[config.mk]
export PLATFORM = sky130hd
export DESIGN_NAME = status_frame_receiver
export DESIGN_NICKNAME = d
export VERILOG_FILES = /design/src/rtl/sfr_pkg.sv /design/src/rtl/status_frame_receiver.sv
export SDC_FILE = /design/constraint.sdc
export NUM_CORES = 1
export LEC_CHECK = 0
export BUFFER_PORTS_ARGS = -buffer_cell sky130_fd_sc_hd__buf_2
export CAP_MARGIN = 0
export CELL_PAD_IN_SITES_DETAIL_PLACEMENT = 1
export CELL_PAD_IN_SITES_GLOBAL_PLACEMENT = 2
export CORE_ASPECT_RATIO = 1.25
export CORE_MARGIN = 1
export CORE_UTILIZATION = 35
export DETAILED_ROUTE_END_ITERATION = 8
export PLACE_DENSITY = 0.73
export SLEW_MARGIN = 20
export SYNTH_ARGS = -nofsm -noshare
export SYNTH_HDL_FRONTEND = slang
export SYNTH_SLANG_ARGS = --single-unit
[constraint.sdc]
create_clock -name clk -period 6.76 [get_ports clk]
set_input_delay 0.338 -clock clk [delete_from_list [all_inputs] [get_ports clk]]
set_output_delay 0.338 -clock clk [all_outputs]
set_load 0.005 [all_outputs]
[src/rtl/sfr_pkg.sv]
`timescale 1ns / 1ps

package sfr_pkg;

	localparam int unsigned FRAME_LEN   = 23;
	localparam int unsigned STORE_DEPTH = FRAME_LEN - 1;
	localparam int unsigned CRC_BYTES   = 21;
	localparam int unsigned POS_W       = 5;
	localparam int unsigned STORE_AW    = $clog2(STORE_DEPTH);

	localparam logic [POS_W-1:0] POS_SAT   = POS_W'(FRAME_LEN + 1);
	localparam logic [POS_W-1:0] POS_FINAL = POS_W'(FRAME_LEN - 1);

	localparam logic [15:0] CRC_INIT = 16'hFFFF;
	localparam logic [15:0] CRC_POLY = 16'hA001;

	localparam logic [7:0] FRAME_TYPE    = 8'd2;
	localparam logic [7:0] FRAME_VERSION = 8'd1;
	localparam logic [7:0] SEQ_WINDOW    = 8'd128;

	localparam logic [2:0] STATUS_OK      = 3'd0;
	localparam logic [2:0] STATUS_BAD_LEN = 3'd1;
	localparam logic [2:0] STATUS_BAD_ID  = 3'd2;
	localparam logic [2:0] STATUS_BAD_SEQ = 3'd3;
	localparam logic [2:0] STATUS_BAD_CRC = 3'd4;

	typedef struct packed {
		logic [7:0] data_byte;
		logic       last_byte;
	} byte_item_t;

	typedef struct packed {
		logic [2:0]  status;
		logic [7:0]  seq_number;
		logic [7:0]  flag_bits;
		logic [31:0] time_seconds;
		logic [31:0] time_micros;
		logic [15:0] arm_position;
		logic [15:0] arm_speed;
		logic [15:0] arm_effort;
		logic [7:0]  motor_current;
		logic [7:0]  temperature_raw;
		logic [7:0]  supply_voltage;
	} result_item_t;

	// reflected CRC-16, one byte, bitwise
	function automatic logic [15:0] crc16_update(input logic [15:0] crc, input logic [7:0] b);
		logic [15:0] c;
		c = crc ^ {8'h00, b};
		for (int k = 0; k < 8; k++) begin
			c = c[0] ? ((c >> 1) ^ CRC_POLY) : (c >> 1);
		end
		return c;
	endfunction

endpackage

[src/rtl/status_frame_receiver.sv]
`timescale 1ns / 1ps

// Status frame receiver.
// Input channel (byte_valid/byte_ready/byte_item): one frame byte per
// transaction, byte 0 first, last_byte set on the final byte.
// Output channel (result_valid/result_ready/result_item): one transaction
// per frame, sent for the byte marked last_byte. status 0 is ok; on any
// other status every other field is zero.
// Throughput: one byte per cycle unless the input stage stalls. The CRC
// byte update and the field capture sit between the input stage register
// and the result register. A final byte is registered in the input stage,
// then its result in the result register.
// When the receiver stalls, a pending result stays in the result register
// and bytes of the next frame keep flowing; only a second final byte waits
// in the input stage until the result register is taken.
// Reset clears the byte count, reloads the CRC to 0xFFFF, drops the
// sequence handshake and empties both stages.
module status_frame_receiver
	import sfr_pkg::*;
(
	input  logic         clk,
	input  logic         arst_n,
	input  logic         byte_valid,
	output logic         byte_ready,
	input  byte_item_t   byte_item,
	output logic         result_valid,
	input  logic         result_ready,
	output result_item_t result_item
);

	logic               valid_s1;
	byte_item_t         item_s1;
	logic               adv;
	logic [POS_W-1:0]   pos_q;
	logic [15:0]        crc_q;
	logic [7:0]         store_q [STORE_DEPTH];
	logic               hs_q;
	logic [7:0]         last_seq_q;
	logic               res_valid_q;
	result_item_t       res_q;

	logic        len_ok, id_ok, seq_bad, crc_ok, seq_take;
	logic [7:0]  diff;
	logic [2:0]  status;
	result_item_t res_next;

	assign adv        = valid_s1 && !(item_s1.last_byte && res_valid_q && !result_ready);
	assign byte_ready = !valid_s1 || adv;

	assign len_ok  = (pos_q == POS_FINAL);
	assign id_ok   = (store_q[0] == FRAME_TYPE) && (store_q[1] == FRAME_VERSION);
	assign diff    = store_q[2] - last_seq_q;
	assign seq_bad = hs_q && ((diff == 8'd0) || (diff > SEQ_WINDOW));
	assign crc_ok  = (crc_q == {store_q[CRC_BYTES], item_s1.data_byte});
	assign seq_take = adv && item_s1.last_byte && len_ok && id_ok && !seq_bad;

	always_comb begin
		if (!len_ok)
			status = STATUS_BAD_LEN;
		else if (!id_ok)
			status = STATUS_BAD_ID;
		else if (seq_bad)
			status = STATUS_BAD_SEQ;
		else if (!crc_ok)
			status = STATUS_BAD_CRC;
		else
			status = STATUS_OK;

		res_next = '0;
		res_next.status = status;
		if (status == STATUS_OK) begin
			res_next.seq_number      = store_q[2];
			res_next.flag_bits       = store_q[3];
			res_next.time_seconds    = {store_q[4], store_q[5], store_q[6], store_q[7]};
			res_next.time_micros     = {store_q[8], store_q[9], store_q[10], store_q[11]};
			res_next.arm_position    = {store_q[12], store_q[13]};
			res_next.arm_speed       = {store_q[14], store_q[15]};
			res_next.arm_effort      = {store_q[16], store_q[17]};
			res_next.motor_current   = store_q[18];
			res_next.temperature_raw = store_q[19];
			res_next.supply_voltage  = store_q[20];
		end
	end

	always_ff @(posedge clk or negedge arst_n) begin
		if (!arst_n) begin
			valid_s1    <= 1'b0;
			pos_q       <= '0;
			crc_q       <= CRC_INIT;
			hs_q        <= 1'b0;
			last_seq_q  <= '0;
			res_valid_q <= 1'b0;
		end else begin
			if (byte_ready)
				valid_s1 <= byte_valid;

			if (adv && item_s1.last_byte)
				res_valid_q <= 1'b1;
			else if (result_ready)
				res_valid_q <= 1'b0;

			if (adv) begin
				if (item_s1.last_byte) begin
					pos_q <= '0;
					crc_q <= CRC_INIT;
				end else begin
					if (pos_q < POS_W'(CRC_BYTES))
						crc_q <= crc16_update(crc_q, item_s1.data_byte);
					if (pos_q < POS_SAT)
						pos_q <= pos_q + POS_W'(1);
				end
			end

			if (seq_take) begin
				hs_q       <= 1'b1;
				last_seq_q <= store_q[2];
			end
		end
	end

	always_ff @(posedge clk) begin
		if (byte_ready && byte_valid)
			item_s1 <= byte_item;
		if (adv && item_s1.last_byte)
			res_q <= res_next;
		if (adv && !item_s1.last_byte && pos_q < POS_W'(STORE_DEPTH))
			store_q[pos_q[STORE_AW-1:0]] <= item_s1.data_byte;
	end

	assign result_valid = res_valid_q;
	assign result_item  = res_q;

	a_pos_range: assert property (@(posedge clk) disable iff (!arst_n)
		pos_q <= POS_SAT)
		else $error("byte count beyond saturation");

	a_frame_end: assert property (@(posedge clk) disable iff (!arst_n)
		(adv && item_s1.last_byte) |=> (pos_q == '0) && (crc_q == CRC_INIT))
		else $error("count or crc not reloaded after frame end");

	a_zero_fields: assert property (@(posedge clk) disable iff (!arst_n)
		(res_valid_q && res_q.status != STATUS_OK) |-> (res_q.seq_number == '0)
			&& (res_q.time_seconds == '0) && (res_q.supply_voltage == '0))
		else $error("fields not cleared on error status");

	a_hs_sticky: assert property (@(posedge clk) disable iff (!arst_n)
		!$fell(hs_q))
		else $error("handshake dropped");

	a_stall_cause: assert property (@(posedge clk) disable iff (!arst_n)
		(valid_s1 && !adv) |-> (res_valid_q && !result_ready && item_s1.last_byte))
		else $error("input stage stalled without full result register");

endmodule
# After elaboration in Yosys (flattened, before gate mapping)
# Memory sizes are Yosys's and may differ from the RTL's. A register that Yosys moved wholly into a read port is not among the register bits.
# Index checks and enable logic that the tools add are counted.
dict set report word_totals {
  regBits 52
  mem_bits_rw 176
  out_inout_bits 157
  word_cells 94
  memories 1
}
dict set report op_classes {
  add_sub_neg 2
  order_cmp 4
  eq_ne 4
  mux 20
  n_bitwise 9
  reduce_logical 44
}
# memory depth width rd rd_clocked_by_memory_dff write_ports line
set memory_table {}
lappend memory_table {store_q 22 8 22 18 1 status_frame_receiver.sv:36} ;# logic [7:0] store_q [STORE_DEPTH];
# operator n
set op_table {}
lappend op_table {{$mux W16} 10}
lappend op_table {{$not A2 Y3} 8}
lappend op_table {{$logic_not A1 Y1} 23}
lappend op_table {{$eq A16 B16 Y1} 1}
lappend op_table {{$xor A16 B8 Y16} 1}
lappend op_table {{$lt A5 B5 Y1 const B} 3}
lappend op_table {{$logic_and A1 B1 Y1} 12}
lappend op_table {{$mux W3} 4}
lappend op_table {{$mux W5} 2}
lappend op_table {{$eq A8 B1 Y1 const B} 1}
lappend op_table {{$eq A8 B2 Y1 const B} 1}
lappend op_table {{$gt A8 B8 Y1 const B} 1}
lappend op_table {{$logic_not A8 Y1} 1}
lappend op_table {{$sub A8 B8 Y8} 1}
lappend op_table {{$reduce_bool A2 Y1} 3}
lappend op_table {{$add A5 B1 Y5 const B} 1}
lappend op_table {{$eq A5 B5 Y1 const B} 1}
lappend op_table {{$mux W1} 4}
lappend op_table {{$reduce_and A2 Y1} 2}
lappend op_table {{$logic_not A3 Y1} 1}
lappend op_table {{$logic_or A1 B1 Y1} 2}

# Longest topological paths before layout
dict set report depth {
  ltp_word 19
  mapped_depth 11
  ltp_nobuf 9
}

# Worst setup path before layout
# Ideal clock, no wire load.
dict set report synth_timing {
  path_type {flip-flop to flip-flop}
  start {reg item_s1[0] (netlist name)}
  end {reg result_item[0] (netlist name)}
  setup_ns 0.508
  arrival_ns 4.157
  path_slack_ns 2.096
  stages_incl_launch_ff 6
  path_buffers 1
  cell_sequence {edfxtp_1 -> inv_1 -> o31a_1 -> clkbuf_1 -> nand2_1 -> inv_1}
}
dict set report synth_via {
  elab_chain_len 5
}
# item line
set synth_rtl {}
lappend synth_rtl {{from (decl)} status_frame_receiver.sv:32} ;# byte_item_t item_s1;
lappend synth_rtl {{from (signal assigned)} status_frame_receiver.sv:123} ;# item_s1 <= byte_item;
lappend synth_rtl {{$logic_and A1 B1 Y1 (2 in series)} status_frame_receiver.sv:47} ;# assign adv = valid_s1 && !(item_s1.last_byte && res_valid_q && !result_ready);
lappend synth_rtl {{$logic_not A1 Y1} status_frame_receiver.sv:47}
lappend synth_rtl {{$logic_and A1 B1 Y1} status_frame_receiver.sv:47}
lappend synth_rtl {{$logic_and A1 B1 Y1 *} status_frame_receiver.sv:124} ;# if (adv && item_s1.last_byte)
# Every way passes the cells marked *; elsewhere a longest branch is shown, timed or not.
# A chain may end at the register's enable or synchronous reset.

==> flow_summary_export.csv <==
group,metric,value,unit
sta,fin_crit_sh,50.00,%
clock_tree,clk_latency,510,ps
status,status,"complete, no violations",
pwr,power,4935,uW
placement,dpl.cell_count,1399,
clock_tree,tritoncts,"built",
grt,grt_pass1_vias,6968,
synthesis,yosysTopAreaCellShare,75.06,%
worst_setup_path,arrival,3750,ps
synthesis,syn_area,13600,sq um
clock_tree,clockBufferDepth,3,
worst_hold_path,min-delay-start,"byte_item[6]",
clock_tree,cts_made_buffers,36,
worst_setup_path,end_kind,"flop",
route,viasPerCell,4.532,
layout,mostFrequentLayoutCells,"edfxtp_1, buf_2, and2_1",
pwr,power_frac_clock,39.5,%
synthesis,netlist_top_cells_area,"edfxtp_1, and2_1, dfstp_2, dfrtp_1, xnor2_1",
floorplan,die_area,39660,sq um
route,wirelength,27.84,mm
pwr,p_leak,0.005900,uW
placement,port_buffers,169,
synthesis,synth_largest_area_cell,"edfxtp_1",
route,vias,6671,
route,firstDrtPassIters,4,
floorplan,die_w,178.3,um
placement,dpl_worst_slack,3375,ps
layout,final_common_cell,"edfxtp_1",
sta,setup_tns,0,ps
sta,skew,16.61,ps
worst_hold_path,min_path_type,"in2reg",
pwr,swShare,21.38,%
clock_tree,clock_sinks,372,
pwr,p_per_area,304.2,nW/um^2
floorplan,start_util,35.58,%
clock_tree,clk_pin_slew_worst_paths,60,ps
sta,finalWorstSetupSlack,3380,ps
pwr,intPower,3880,uW
layout,final_cells,1472,
pwr,combPwrFrac,6.5,%
sta,setup_viol,0,
sta,drv_slew,0,
pwr,switchingPower,1055,uW
layout,drive_gt1_share,27.17,%
route,ant_nets,0,
clock_tree,htreeDepth,2,
job,drv_cap,0,
sta,period_minus_slack,3380,ps
worst_setup_path,critical_path_class,"reg2reg",
placement,gp_congestion,0.7462,
grt,antenna_found_initial,0,
route,wl_per_cell,18.92,um
sta,worst_slew_pin_slew,959.9,ps
pwr,peakVddDrop,0.1356,mV
synthesis,synth_edf_count,340,
synthesis,synth-seq-area-share,81.09,%
floorplan,die_h,222.4,um
synthesis,yosysUniqueCellTypes,47,
pwr,power_frac_seq,54.0,%
synthesis,ys_seq_elements,372,
synthesis,synth_nets,777,
floorplan,ios,170,
sta,finalHoldViolations,0,
route,route.detailed.drc,0,
worst_setup_path,cp.required,7130,ps
clock_tree,clockRootBuffer,"clkbuf_16",
sta,max_freq,295.8,MHz
sta,relSlewSlack,36.00,%
synthesis,avgSynthCellArea,18.14,sq um
grt,grt_pass1_wl,41.39,mm
sta,rsz0062_at_grt,"false",
grt,grt_use_total,14.11,%
layout,syn2layout_area_growth,19.24,%
worst_setup_path,ff2ff_setup_slack,3380,ps
worst_setup_path,reg2reg_from,"store_q[2][1]$_DFFE_PP_",
worst_setup_path,crit_start,"store_q[2][1]$_DFFE_PP_",
worst_setup_path,path_max_fanout,151,
grt,grt_start_max_net_pins,152,
worst_setup_path,start_kind,"flop",
floorplan,core_area,38240,sq um
grt,gr-total-overflow,0,
synthesis,synth-async-reset-ratio,8.602,%
clock_tree,cts_setup_buffers,0,
synthesis,syn_inst,750,
layout,fin_nets,980,
placement,dp_hpwl,17.14,mm
synthesis,ys.flop_type,"edfxtp_1",
floorplan,rows,80,
route,drtIter0Drc,386,
synthesis,yosysWarnings,0,
[final timing paths]
check | end | depth (start not counted)
max | result_item[32]$_SDFFCE_PP0P_ | 9
min | item_s1[6]$_DFFE_PP_ | 1
max reg2reg | result_item[32]$_SDFFCE_PP0P_ | 9
min reg2reg | last_seq_q[6]$_DFFE_PN0P_ | 1
max in group asynchronous | last_seq_q[3]$_DFFE_PN0P_ | 2
min in group asynchronous | pos_q[2]$_DFFE_PN0P_ | 2
[critical path: stages, from the launching register on]
cell and delay (ps):
edfxtp_1 410, ha_1 320, nor2b_1 140, o211ai_1 260, mux2_2 400, a2111oi_4 350
mux2i_4 160, nor3_4 210, buf_6 600, and2_1 240
[power by group through the flow]
stage	clock network [uW]	logic [uW]	registers [uW]
4_1_cts	2000	331	2670
5_1_grt	2070	356	2680
6_report	1950	320	2670
3_5_place_dp	0	325	2720
3_3_place_gp	0	319	2710
2_1_floorplan	0	193	2720
[logic make-up after synthesis]
kind of cell	share of synthesized area, %
buffers and inverters	1.573
flip-flops	81.09
multiplexers	0.9934
adder cells (fa/ha/maj)	1.288
AND/OR/NAND/NOR	10.15
XOR/XNOR	1.996
AO/OA/AOI/OAI	2.916
[metal layers]
layer	global-route usage, %	wire (um)	vias up	share of wire, %
met5	0	0	-	0
met4	4.292	533	0	1.9
met3	2.002	986	37	3.5
met2	26.09	15060	140	54
met1	16.62	11270	3350	40
li1	-	-	3144	-
[synth_stat cells, types with 2 or more instances]
master / number
mux2_2: 10
a21oi_1: 9
o21ai_0: 8
and4_1: 2
dfrtp_1: 16
o22a_1: 13
a21o_1: 3
nand2_1: 17
and3b_1: 2
dfstp_2: 16
xnor2_1: 23
xor2_1: 8
o21bai_1: 2
clkbuf_1: 12
nor4_1: 4
nor2_1: 31
and2_1: 154
buf_6: 10
or3b_2: 2
inv_1: 15
nand4_1: 3
nand3_1: 3
nor3_4: 2
a41oi_1: 3
o21a_1: 2
edfxtp_1: 340
nor2b_1: 2
nand2b_1: 4
nor3_1: 3
ha_1: 14
[layout make-up]
cell class / count / area [sq um]
Clock buffer: 45 / 965.9
Multi-Input combinational cell: 341 / 2359
Clock inverter: 19 / 181.4
Tap cell: 492 / 615.6
Fill cell: 3796 / 22020
Antenna cell: 1 / 2.502
Sequential cell: 372 / 11030
Timing Repair Buffer: 187 / 1005
Inverter: 15 / 61.31
[flip-flops by register name, summed over array words and instances (netlist names)]
signal,cells
result_valid,1
store_q,176
hs_q,1
last_seq_q,8
pos_q,5
valid_s1,1
item_s1,9
crc_q,16
result_item,155
[repair_timing]
item	in CTS	in global routing
gates resized for setup	0	0
setup endpoints to repair	0	0
hold buffers	8	0
endpoints found under the hold margin	23	0
[metrics by stage]
step	cell area [sq um]	utilization, %	hold slack (ps)
finish	16220	42.42	29.16
global route	16220	42.41	3.075
CTS	16220	42.41	1.037
detailed placement	14990	39.20	485.2
global placement	14990	39.20	479.4
floorplan	13600	-	42.41
(Power assumes the default switching activity.)
